==> src/hw/rtl/twi_pkg.sv <==
`timescale 1ns / 1ps
`default_nettype none
// ----------------------------------------------------------------------------
// twi_pkg
// types and fixed constants shared by the tf-idf weight table modules
// ----------------------------------------------------------------------------
package twi_pkg;

   // field widths fixed by the interface
   localparam int CMD_W     = 2;
   localparam int IMG_W     = 6;
   localparam int CL_W      = 8;
   localparam int VALUE_W   = 16;
   localparam int STATUS_W  = 2;
   localparam int CS_W      = 7;
   localparam int DF_W      = 7;

   // collection size after reset
   localparam logic [CS_W-1:0] CS_RESET = 7'd64;
   // document frequency saturates here
   localparam logic [DF_W-1:0] DF_MAX = 7'd127;

   // log2 result: 3 integer bits, 32 fraction bits
   localparam int LOG_FRAC_W = 32;
   localparam int LOG_W      = 35;
   localparam int LOG_LO_W   = 18;
   localparam int LOG_HI_W   = LOG_W - LOG_LO_W;

   // ln 2 in q28
   localparam int LN2_W = 28;
   localparam logic [LN2_W-1:0] LN2_Q28 = 28'd186065280;

   // commands
   localparam logic [CMD_W-1:0] CMD_ADD    = 2'd0;
   localparam logic [CMD_W-1:0] CMD_WEIGHT = 2'd1;
   localparam logic [CMD_W-1:0] CMD_IDF    = 2'd2;

   // result status codes
   localparam logic [STATUS_W-1:0] ST_OK    = 2'd0;
   localparam logic [STATUS_W-1:0] ST_EMPTY = 2'd1;
   localparam logic [STATUS_W-1:0] ST_SAT   = 2'd2;

   // operation kinds after classification
   localparam logic [1:0] KIND_ADD    = 2'd0;
   localparam logic [1:0] KIND_WEIGHT = 2'd1;
   localparam logic [1:0] KIND_IDF    = 2'd2;
   localparam logic [1:0] KIND_FIXED  = 2'd3;

   typedef struct packed {
      logic [CMD_W-1:0] cmd;
      logic [IMG_W-1:0] image_index;
      logic [CL_W-1:0]  cluster_label;
   } req_type;

   typedef struct packed {
      logic [VALUE_W-1:0]  value;
      logic [STATUS_W-1:0] status;
   } rsp_type;

   // classified word passed from front to back
   typedef struct packed {
      logic [1:0]          kind;
      logic [STATUS_W-1:0] status;
      logic [IMG_W-1:0]    image;
      logic [CL_W-1:0]     cluster;
   } op_type;

endpackage
`default_nettype wire

==> src/hw/rtl/twi_front.sv <==
`timescale 1ns / 1ps
`default_nettype none
// ----------------------------------------------------------------------------
// twi_front
// accepts request words, classifies them and holds them in a two-entry queue
// ----------------------------------------------------------------------------
module twi_front import twi_pkg::*; #(
   parameter int unsigned MAX_IMAGES   = 64,
   parameter int unsigned NUM_CLUSTERS = 256
) (
   input  wire logic    clock,
   input  wire logic    reset,
   input  wire logic    clearing,
   input  wire logic    req_valid,
   output logic         req_ready,
   input  wire req_type req_payload,
   output logic         op_valid,
   output op_type       op_head,
   input  wire logic    op_pop
);

   logic   img_ok;
   logic   cl_ok;
   op_type op_new;
   logic   push;

   op_type     q_ff [2];
   logic       wr_ptr_ff, wr_ptr_in;
   logic       rd_ptr_ff, rd_ptr_in;
   logic [1:0] count_ff, count_in;

   // range checks and classification
   always_comb begin
      img_ok         = 32'(req_payload.image_index) < MAX_IMAGES;
      cl_ok          = 32'(req_payload.cluster_label) < NUM_CLUSTERS;
      op_new.image   = req_payload.image_index;
      op_new.cluster = req_payload.cluster_label;
      op_new.kind    = KIND_FIXED;
      op_new.status  = ST_OK;
      case (req_payload.cmd)
         CMD_ADD: begin
            if (img_ok && cl_ok) begin
               op_new.kind = KIND_ADD;
            end
         end
         CMD_WEIGHT: begin
            if (img_ok && cl_ok) begin
               op_new.kind = KIND_WEIGHT;
            end else begin
               op_new.status = ST_EMPTY;
            end
         end
         CMD_IDF: begin
            if (cl_ok) begin
               op_new.kind = KIND_IDF;
            end else begin
               op_new.status = ST_EMPTY;
            end
         end
         default: begin
            op_new.kind = KIND_FIXED;
         end
      endcase
   end

   assign req_ready = (count_ff != 2'd2) && !clearing;
   assign push      = req_valid && req_ready;
   assign op_valid  = count_ff != 2'd0;
   assign op_head   = q_ff[rd_ptr_ff];

   // queue pointers
   always_comb begin
      wr_ptr_in = push ? !wr_ptr_ff : wr_ptr_ff;
      rd_ptr_in = op_pop ? !rd_ptr_ff : rd_ptr_ff;
      count_in  = count_ff + {1'b0, push} - {1'b0, op_pop};
   end

   always_ff @(posedge clock) begin
      if (reset) begin
         wr_ptr_ff <= 1'b0;
         rd_ptr_ff <= 1'b0;
         count_ff  <= 2'd0;
      end else begin
         wr_ptr_ff <= wr_ptr_in;
         rd_ptr_ff <= rd_ptr_in;
         count_ff  <= count_in;
      end
   end

   // queue storage
   always_ff @(posedge clock) begin
      if (push) begin
         q_ff[wr_ptr_ff] <= op_new;
      end
   end

endmodule
`default_nettype wire

==> config.mk <==
export PLATFORM = sky130hd
export DESIGN_NAME = twi_front
export DESIGN_NICKNAME = d
export VERILOG_FILES = /design/src/hw/rtl/twi_pkg.sv /design/src/hw/rtl/twi_front.sv
export SDC_FILE = /design/constraint.sdc
export NUM_CORES = 1
export LEC_CHECK = 0
export BUFFER_PORTS_ARGS = -buffer_cell sky130_fd_sc_hd__buf_2
export CAP_MARGIN = 20
export CORE_ASPECT_RATIO = 0.5
export CORE_MARGIN = 3
export CORE_UTILIZATION = 50
export CTS_CLUSTER_SIZE = 10
export DETAILED_ROUTE_END_ITERATION = 10
export PLACE_DENSITY_LB_ADDON = 0.15
export SYNTH_ARGS = -nofsm -noshare
export SYNTH_HDL_FRONTEND = slang
export SYNTH_SLANG_ARGS = --single-unit
==> constraint.sdc <==
create_clock -name clock -period 2.57 [get_ports clock]
set_input_delay 0.257 -clock clock [delete_from_list [all_inputs] [get_ports clock]]
set_output_delay 0.257 -clock clock [all_outputs]
set_load 0.005 [all_outputs]
### Yosys cells after proc, flatten, opt, wreduce, memory -nomap -nowiden

Memories as Yosys holds them, arrays and structs flattened. A register that Yosys moved wholly into a read port is not among the register bits.
Index checks and enable logic that the tools add are counted.

* memories kept: 1
* register bits: 4
* output and inout port bits: 20
* RAM bits: 32
* input bits: 21

Memories
* q_ff: depth 2, width 16, read ports 1, clocked after memory_dff 1, wr ports 1, RTL line twi_front.sv:27 `op_type q_ff [2];`

* mux-type cells: 5
* add/sub/neg operators: 2
* reductions and logical operators: 7
* equal/unequal tests: 3

Operators with widths (count)
* $pmux 2 s3: 1
* $mux 1: 4
* $logic_not 1->1: 3
* $add 2x1->2: 1
* $eq 2x1->1 const B: 1
* $eq 2x2->1 const B: 1
* $logic_and 1x1->1: 2
* $logic_not 2->1: 1
* $ne 2x2->1 const B: 1
* $reduce_bool 2->1: 1
* $sub 2x1->2: 1

### Longest topological paths before layout

Gate-level depths: netlist (run 1).

* word-level depth: 5
* depth in mapped cells: 7
* depth with buffers taken out: 7

### Worst setup path before layout (run 1)

No wires, ideal clock.

* kind: flip-flop to flip-flop
* start: register count_ff[1]
* end: memory q_ff[0][0] (netlist name), enable pin
* stages on the path, launching flop included: 4
* required time: 2.180 ns
* library setup time: 0.390 ns
* setup slack: 0.720 ns
* arrival time: 1.459 ns
* period minus slack after synthesis: 1.850 ns
* path buffers: 0
* path through: dfxtp_1 nor2b_4 nor3b_4 nor2b_1

* longest elaborated chain between the ends: 5

Ends and longest elaborated chain
* start, declared: RTL line twi_front.sv:30 `logic [1:0] count_ff, count_in;`
* start signal, assigned: RTL line twi_front.sv:86 `count_ff <= count_in;`
* $ne 2x2->1: RTL line twi_front.sv:66 `assign req_ready = (count_ff != 2'd2) && !clearing;`
* $logic_and 1x1->1: RTL line twi_front.sv:66
* $logic_and 1x1->1: RTL line twi_front.sv:67 `assign push = req_valid && req_ready;`
* $mux 1: RTL line twi_front.sv:92 `if (push) begin`
* $mux 1 (implied by the code): RTL line twi_front.sv:93 `q_ff[wr_ptr_ff] <= op_new;`
* end, declared: RTL line twi_front.sv:27

No other way between the ends.

==> flow_metrics.env, run 1 <==
export IMPL_maxSlewViolCount=0
export IMPL_die_x_um=82.0
export IMPL_post_route_drc_count=0
export IMPL_min_path_cells=1
export IMPL_grt_remaining_overflow=0
export IMPL_fin_skew_ns=0.00522
export IMPL_holdPathEnd="q_ff[0][8]"
export IMPL_grt_usage_pct=12.2
export IMPL_fin_area_sq_um=1730
export IMPL_gp_congestion=0.648
export IMPL_cp_arrival_ns=1.58
export IMPL_cts_buffers=5
export IMPL_rsz0062_at_grt="false"
export IMPL_synth_avg_cell_area_sq_um=17.8
export IMPL_instances_no_fill=160
export IMPL_synth_top_area_share_pct=66.6
export IMPL_layout_drive_gt1_share_pct=52.8
export IMPL_wire_per_inst_um=12.1
export IMPL_setup_viol=0
export IMPL_synth_flop_cell="edfxtp_1"
export IMPL_dieArea_sq_um=3600
export IMPL_num_rows=13
export IMPL_switchingPower_mw=0.256
export IMPL_synth_edf_count=32
export IMPL_regArea_sq_um=1060
export IMPL_swShare_pct=21.0
export IMPL_synthCells=81
export IMPL_n_fill_cell=203
export IMPL_share_seq_of_total_power_pct=58.3
export IMPL_synth_seq_cells=37
export IMPL_max_slew_margin_pct=52.3
export IMPL_cellLeakagePower_nw=0.676
export IMPL_cts_setup_buffers=0
export IMPL_crit_path_cell_trace="mux2_2 > buf_2"
export IMPL_finalSetupTns_ns=0
export IMPL_die_h_um=44.0
export IMPL_postRouteAntennaNets=0
export IMPL_async_reset_ff_share_pct=0
export IMPL_synth_area_leaders="edfxtp_1 67%, mux2_2 12%, dfxtp_1 6.9%"
export IMPL_antenna_found_initial=0
export IMPL_cp_slowest_cell="dfxtp_1"
export IMPL_hold_slack_ns=0.171
export IMPL_drt_iter0_markers=34
export IMPL_clock_latency_ns=0.27
export IMPL_cts_max_level=2
export IMPL_start_util_pct=54.1
export IMPL_cts_max_path_buffers=2
export IMPL_boundaryPins=41
export IMPL_fin_crit_ns=1.84
export IMPL_ys_top_cells_by_count="32 x edfxtp_1, 16 x mux2_2, 5 x dfxtp_1, 5 x nor2_1, 3 x nor2b_1"
export IMPL_cp_slowest_stage_delay_ns=0.77
export IMPL_worst_slack_ns=0.729
export IMPL_crit_family="flip-flops"
export IMPL_synth_most_common_cell="edfxtp_1"
export IMPL_combPwrFrac_pct=11.8
export IMPL_synth_cell_types=20
export IMPL_reg2reg_depth=3
export IMPL_place_area_sq_um=1650
export IMPL_nNetsFinal=145
export IMPL_viasPerCell=4.65
export IMPL_fp_coreArea_sq_um=2670
export IMPL_vias=744
export IMPL_netlist_area_sq_um=1440
export IMPL_p_clk_share_pct=29.9
export IMPL_multi_input_area_sq_um=339
export IMPL_cts_resized=0
export IMPL_reg2reg_from="count_ff[1]"
export IMPL_cts_root_buffer_cell="clkbuf_8"
export IMPL_powerDensity_nw_per_um2=704
export IMPL_r2r_end="q_ff[1][1]"
export IMPL_dpl_hpwl_um=1330
export IMPL_dr_pass1_iters=3
export IMPL_cp_depth=2
export IMPL_min_from="req_payload[8]"
export IMPL_worstMarginPinSlew_ns=0.715
export IMPL_cts_tree="done"
export IMPL_cp_required_ns=2.31
export IMPL_synth_top_cell_by_area="edfxtp_1"
export IMPL_worstSetupStartpointType="register"
export IMPL_yosys_warnings=0
export IMPL_run_status="completed"
export IMPL_final_hold_viol_count=0
export IMPL_cp_end_kind="output port"
export IMPL_intPower_mw=0.964
export IMPL_antenna_cells=0
export IMPL_ir_worst_vdd_uv=380
export IMPL_dpl_worst_slack_ns=0.850
export IMPL_hold_class="in2reg"
export IMPL_synth_seq_area_share_pct=73.5
export IMPL_grt_pass1_wl_um=3110
export IMPL_period_share_pct=71.6
export IMPL_numClockSinks=37
export IMPL_crit_buf_inv=1
export IMPL_postCtsHoldBufs=0
export IMPL_max_cap_violations=0
export IMPL_grt_max_degree=17
export IMPL_crit_fanout=16
export IMPL_port_buffers=38
export IMPL_grt_pass1_vias=689
export IMPL_clk_pin_slew_worst_paths_ns=0.07
export IMPL_fmax_mhz=543
export IMPL_placed_cells=152
export IMPL_synthToLayoutAreaGrowth_pct=20.1
export IMPL_rrSetupSlack_ns=0.87
export IMPL_routed_wirelength_um=1930
export IMPL_crit_type="reg2out"
==> final cells by class <==
cell class	count	area share, %
multi-input combinational	37	19.6
inverter	2	0.433
sequential	37	61.2
tap	37	2.67
clock buffer	7	4.40
clock inverter	1	0.289
timing repair buffer	39	11.4
==> how the worst max path moves through the flow <==
stage | end | slack [ns]
2_1_floorplan | q_ff[0][0] | 0.72
3_3_place_gp | q_ff[1][9] | 0.87
3_5_place_dp | q_ff[1][8] | 0.85
4_1_cts | op_head[2] | 0.65
5_1_grt | op_head[9] | 0.58
6_report | op_head[9] | 0.73
==> flip-flops by register name (all words and copies together), names as in the netlist, named ones only <==
name       cells
wr_ptr_ff      1
rd_ptr_ff      1
q_ff          32
count_ff       2
==> power groups by stage <==
| stage | registers, mW | clock network, mW | logic (mW) |
|---|---|---|---|
| after floorplan | 0.713 | 0 | 0.101 |
| after global placement | 0.724 | 0 | 0.147 |
| after detailed placement | 0.726 | 0 | 0.147 |
| after CTS | 0.713 | 0.375 | 0.148 |
| after global routing | 0.718 | 0.398 | 0.163 |
| final | 0.712 | 0.364 | 0.144 |
==> logic make-up after synthesis <==
logic type / Yosys count / share of synthesized area (%)
multiplexers: 17 / 13.5
other: 1 / 0.260
XOR/XNOR: 2 / 1.21
flip-flops: 37 / 73.5
AND/OR/NAND/NOR: 14 / 6.50
adder cells (fa/ha/maj): 2 / 1.73
buffers and inverters: 8 / 3.21
==> layer usage <==
| metal | track usage, % | share of wire, % | vias up |
|---|---|---|---|
| met5 | 0 | 0 | - |
| met4 | 4.97 | 0.57 | 0 |
| met3 | 5.19 | 7.6 | 2 |
| met2 | 18.0 | 49 | 21 |
| met1 | 15.9 | 42 | 350 |
| li1 | - | - | 371 |
==> layout by cell type, fill, tap and decap left out, drive strengths merged <==
cell / count
and2: 2
buf: 39
clkbuf: 7
clkinv: 1
conb: 2
dfxtp: 5
edfxtp: 32
ha: 2
inv: 2
mux2: 17
nor2: 5
nor2b: 4
nor3: 1
nor3b: 1
or2: 1
xnor2: 1
xor2: 1
==> worst register-to-register path, stage by stage, from the launching register on <==
cell,delay (ns)
dfxtp_1,0.33
nor2b_4,0.14
nor3b_4,0.24
and2_1,0.63
==> metrics by stage <==
stage          util [%]  power (mW)
2_1_floorplan         -       0.814
3_5_place_dp       61.9       0.873
6_report           65.0        1.22
5_1_grt            65.0        1.28
3_3_place_gp       61.9       0.871
4_1_cts            65.0        1.24
Note: power is estimated with default switching activity, not from simulation.
==> run 2: changes to the inputs <==
Clock period 2.57 ns to 1.83 ns, I/O delays scaled along.
==> flow_metrics.env, run 2 (same netlist as run 1, synthesis figures left out) <==
export IMPL_layout_commonest_cell="buf_2"
export IMPL_numClockSinks=37
export IMPL_grt_max_degree=17
export IMPL_routed_wirelength_um=2120
export IMPL_postCtsHoldBufs=0
export IMPL_antenna_found_initial=0
export IMPL_grt_use_met3_pct=5.60
export IMPL_globalRouteMet1Util_pct=14.4
export IMPL_nNetsFinal=147
export IMPL_dieArea_sq_um=3600
export IMPL_crit_type="reg2out"
export IMPL_period_share_pct=81.7
export IMPL_vias=744
export IMPL_swShare_pct=20.4
export IMPL_cp_required_ns=1.65
export IMPL_cp_slowest_stage_delay_ns=0.36
export IMPL_cellLeakagePower_nw=0.697
export IMPL_fp_coreArea_sq_um=2670
export IMPL_largest_reg_flops=32
export IMPL_p_clk_share_pct=35.5
export IMPL_maxSlewViolCount=0
export IMPL_layout_drive_gt1_share_pct=55.2
export IMPL_dr_pass1_iters=3
export IMPL_cts_tree="done"
export IMPL_placed_cells=154
export IMPL_cts_max_path_buffers=2
export IMPL_switchingPower_mw=0.382
export IMPL_grt_pass1_vias=691
export IMPL_die_h_um=44.0
export IMPL_crit_buf_inv=2
export IMPL_port_buffers=38
export IMPL_clk_pin_slew_worst_paths_ns=0.07
export IMPL_synthToLayoutAreaGrowth_pct=23.3
export IMPL_final_hold_viol_count=0
export IMPL_n_fill_cell=202
export IMPL_cts_resized=0
export IMPL_share_seq_of_total_power_pct=52.7
export IMPL_grt_remaining_overflow=0
export IMPL_crit_fanout=16
export IMPL_grt_usage_pct=12.8
export IMPL_grt_pass1_wl_um=3150
export IMPL_combPwrFrac_pct=11.8
export IMPL_start_util_pct=54.1
export IMPL_postRouteAntennaNets=0
export IMPL_max_cap_violations=0
export IMPL_wire_per_inst_um=13.1
export IMPL_instances_no_fill=162
export IMPL_boundaryPins=41
export IMPL_clock_latency_ns=0.28
export IMPL_finalSetupTns_ns=0
export IMPL_die_x_um=82.0
export IMPL_fmax_mhz=669
export IMPL_fin_skew_ns=0.00517
export IMPL_viasPerCell=4.59
export IMPL_largest_register="q_ff"
export IMPL_fin_crit_ns=1.49
export IMPL_cts_root_buffer_cell="clkbuf_8"
export IMPL_mostFrequentLayoutCells="38 x buf_2, 32 x edfxtp_1, 16 x mux2_2"
export IMPL_grt_most_used_layer="met2"
export IMPL_cts_max_level=2
export IMPL_setup_viol=0
export IMPL_num_rows=13
export IMPL_hold_class="in2reg"
export IMPL_use_met2_pct=21.2
export IMPL_cts_setup_buffers=0
export IMPL_cts_buffers=5
export IMPL_drt_iter0_markers=9
export IMPL_crit_family="buffers and inverters"
export IMPL_worstSetupStartpointType="register"
export IMPL_ir_worst_vdd_uv=601
export IMPL_dpl_hpwl_um=1400
export IMPL_antenna_cells=0
export IMPL_cp_arrival_ns=1.31
export IMPL_fin_util_pct=66.7
export IMPL_run_status="completed"
export IMPL_post_route_drc_count=0
export IMPL_rsz0062_at_grt="false"
export IMPL_intPower_mw=1.49
export IMPL_cp_slowest_cell="mux2_2"
export IMPL_cp_end_kind="output port"
export IMPL_gp_congestion=0.670
export IMPL_powerDensity_nw_per_um2=1050
export IMPL_crit_path_cell_trace="buf_4 > mux2_2 > buf_2"
export IMPL_top_regs="q_ff: 32 flops, count_ff: 2 flops"
==> run 2: cell count changes in the layout (fill, tap and decap cells not counted) <==
cell        previous run  this run
nor2b_2                0         1
buf_4                  1         3
clkinv_2               1         0
clkbuf_1               2         0
nor2b_1                3         2
clkinvlp_4             0         1
clkinv_1               0         1
bufinv_16              0         1
==> run 2: metal layers <==
metal / up-vias / part of all wire, %
met5: - / 0
met4: 0 / 1.5
met3: 4 / 7.6
met2: 24 / 48
met1: 345 / 43
li1: 371 / -
==> run 2: power groups by stage <==
| stage | Combinational [mW] | Sequential [mW] | Clock [mW] |
|---|---|---|---|
| 4_1_cts | 0.226 | 0.987 | 0.693 |
| 3_5_place_dp | 0.223 | 1.01 | 0 |
| 2_1_floorplan | 0.143 | 1.00 | 0 |
| 6_report | 0.221 | 0.988 | 0.665 |
| 3_3_place_gp | 0.222 | 1.00 | 0 |
| 5_1_grt | 0.248 | 0.991 | 0.725 |
==> run 2: stage by stage <==
stage	area [sq um]	power [mW]	hold WS (ns)	setup slack (ns)
floorplan	1450	1.14	0.255	0.262
global placement	1670	1.23	0.371	0.405
detailed placement	1670	1.23	0.376	0.403
CTS	1780	1.91	0.0792	0.314
global route	1780	1.96	0.0768	0.285
finish	1780	1.87	0.0888	0.335
==> run 2: final timing paths <==
kind / to / from / slack, ns / cells past startpoint
worst max-delay path: op_head[7] / register / 0.34 / 3
worst min-delay path: q_ff[1][1] / req_payload[1] / 0.09 / 1
worst min register to register: rd_ptr_ff / rd_ptr_ff / 0.51 / 2
worst max register to register: q_ff[0][1] / count_ff[1] / 0.37 / 4
==> run 2: cell type report <==
cell class | count | area (sq um) | area share [%]
Tap cell | 37 | 46.3 | 2.60
Inverter | 2 | 7.51 | 0.422
Clock inverter | 3 | 41.3 | 2.32
Clock buffer | 5 | 68.8 | 3.87
Timing Repair Buffer | 41 | 213 | 12.0
Sequential cell | 37 | 1060 | 59.6
Multi-Input combinational cell | 37 | 342 | 19.2
==> run 3: changes to the inputs <==
Settings changed: ABC_AREA set to 1, CORE_UTILIZATION 50 to 46.
Clock period 1.83 ns to 1.2 ns, I/O delays scaled along.
==> flow_metrics.env, run 3 <==
export IMPL_grt_remaining_overflow=0
export IMPL_maxSlewViolCount=0
export IMPL_setup_viol=18
export IMPL_mostFrequentLayoutCells="32 x edfxtp_1, 23 x buf_2, 16 x mux2_4"
export IMPL_synthToLayoutAreaGrowth_pct=40.6
export IMPL_antenna_cells=0
export IMPL_grt_usage_pct=12.9
export IMPL_num_rows=13
export IMPL_synth_cell_types=17
export IMPL_max_cap_violations=0
export IMPL_viasPerCell=4.69
export IMPL_cp_end_kind="output port"
export IMPL_synth_avg_cell_area_sq_um=16.0
export IMPL_period_share_pct=113
export IMPL_dr_pass1_iters=2
export IMPL_numClockSinks=37
export IMPL_reg2reg_depth=8
export IMPL_synth_seq_cells=37
export IMPL_async_reset_ff_share_pct=0
export IMPL_port_buffers=38
export IMPL_synth_top_area_share_pct=64.5
export IMPL_cts_buffers=5
export IMPL_globalRouteMet1Util_pct=15.5
export IMPL_worst_slack_ns=-0.159
export IMPL_dpl_hpwl_um=1450
export IMPL_postCtsHoldBufs=0
export IMPL_grt_max_degree=17
export IMPL_final_hold_viol_count=0
export IMPL_fmax_mhz=736
export IMPL_reg2reg_from="count_ff[0]"
export IMPL_cts_max_level=2
export IMPL_synth_most_common_cell="edfxtp_1"
export IMPL_worstSetupStartpointType="register"
export IMPL_rrSetupSlack_ns=-0.02
export IMPL_cellLeakagePower_nw=0.865
export IMPL_use_met2_pct=21.6
export IMPL_grt_pass1_vias=819
export IMPL_die_h_um=46.2
export IMPL_grt_use_met3_pct=5.00
export IMPL_violations="negative setup slack"
export IMPL_cts_tree="done"
export IMPL_holdPathEnd="q_ff[1][4]"
export IMPL_r2r_end="count_ff[1]"
export IMPL_clock_latency_ns=0.27
export IMPL_fin_skew_ns=0.00439
export IMPL_finalSetupTns_ns=-2.49
export IMPL_run_status="complete, but fails checks"
export IMPL_dieArea_sq_um=4000
export IMPL_synthCells=93
export IMPL_boundaryPins=41
export IMPL_gp_congestion=0.673
export IMPL_synth_area_leaders="edfxtp_1 64%, mux2_4 10%, dfxtp_1 6.7%"
export IMPL_synth_flop_cell="edfxtp_1"
export IMPL_nNetsFinal=165
export IMPL_ir_worst_vdd_uv=848
export IMPL_postRouteAntennaNets=0
export IMPL_crit_fanout=8
export IMPL_cp_required_ns=1.08
export IMPL_min_path_cells=1
export IMPL_wire_per_inst_um=13.9
export IMPL_cts_max_path_buffers=2
export IMPL_antenna_found_initial=0
export IMPL_largest_reg_flops=32
export IMPL_cts_root_buffer_cell="clkbuf_8"
export IMPL_vias=839
export IMPL_fp_coreArea_sq_um=2830
export IMPL_hold_class="in2reg"
export IMPL_routed_wirelength_um=2480
export IMPL_ys_top_cells_by_count="32 x edfxtp_1, 12 x inv_1, 10 x mux2_4, 7 x nand2_1"
export IMPL_start_util_pct=52.7
export IMPL_grt_pass1_wl_um=3690
export IMPL_powerDensity_nw_per_um2=1350
export IMPL_clk_pin_slew_worst_paths_ns=0.07
export IMPL_rsz0062_at_grt="true"
export IMPL_hold_slack_ns=0.0292
export IMPL_crit_type="reg2out"
export IMPL_die_x_um=86.5
export IMPL_layout_commonest_cell="edfxtp_1"
export IMPL_layout_drive_gt1_share_pct=59.9
export IMPL_top_regs="q_ff: 32 flops, count_ff: 2 flops"
export IMPL_grt_most_used_layer="met2"
export IMPL_post_route_drc_count=0
export IMPL_min_from="req_payload[4]"
export IMPL_power_total_mw=2.83
export IMPL_synth_top_cell_by_area="edfxtp_1"
export IMPL_synth_seq_area_share_pct=71.2
export IMPL_netlist_area_sq_um=1490
export IMPL_dpl_worst_slack_ns=-0.0668
export IMPL_cp_arrival_ns=1.24
export IMPL_drt_iter0_markers=36
export IMPL_yosys_warnings=0
export IMPL_fin_crit_ns=1.36
export IMPL_largest_register="q_ff"
export IMPL_synth_edf_count=32
==> run 3: cell families (layout without fill, tap and decap cells) <==
logic type	count (synthesis)	count (layout)	share of synthesized area, %
flops	37	37	71.2
buf+inv	18	66	6.63
mux	16	16	14.6
simple gates	16	16	4.37
fa+ha+maj	2	2	1.68
compound gates	2	2	0.672
other cells	1	2	0.252
xor+xnor	1	1	0.588
==> run 3: how the worst max path moves through the flow <==
stage | from | endpoint | slack [ns] | cells after the start
after floorplan | count_ff[0] | count_ff[1] | 0.001 | 8
after detailed placement | count_ff[0] | count_ff[1] | -0.07 | 8
final | register | op_head[3] | -0.16 | 3
after global placement | count_ff[0] | count_ff[1] | -0.01 | 8
after CTS | register | op_head[3] | -0.17 | 3
after global routing | register | op_head[3] | -0.20 | 3
==> run 3: power by group <==
group	total, mW	internal (mW)	switching [mW]	leakage [nW]
registers	1.51	1.48	0.0366	0.335
logic	0.561	0.334	0.228	0.491
clock network	0.760	0.391	0.369	0.0387
total	2.83	2.20	0.634	0.865
==> run 3: through the flow <==
| stage | cells | area (sq um) | util [%] |
|---|---|---|---|
| 2_1_floorplan | 94 | 1510 | - |
| 3_3_place_gp | 168 | 1770 | 62.5 |
| 3_5_place_dp | 168 | 1770 | 62.5 |
| 4_1_cts | 177 | 2000 | 70.6 |
| 5_1_grt | 179 | 2090 | 74.0 |
| 6_report | 179 | 2090 | 74.0 |
==> run 3: critical path, cell delays in order, from the launching register on <==
cell and delay, ns:
dfxtp_4 0.40, buf_12 0.15, mux2_4 0.31, buf_6 0.12
==> run 3: cell type report <==
class                      instances  area [sq um]
fill                             184           736
inverter                          12          51.3
clock buffer                       6          72.6
sequential                        37          1070
clock inverter                     1          3.75
timing repair buffer              47           427
multi-input combinational         39           427
tap                               37          46.3
==> run 3: per-layer routing <==
layer  part of all wire [%]  wire length (um)
met2                     50              1250
met1                     43              1060
met4                   0.56                14
met5                      0                 0
met3                    6.3               157
==> run 3: what timing repair did <==
item | in CTS | in global routing
endpoints found under the setup margin | 33 | 50
pin swaps | 4 | 5
buffers inserted | 1 | 1
gates cloned | 1 | 1
resized for setup | 26 | 15
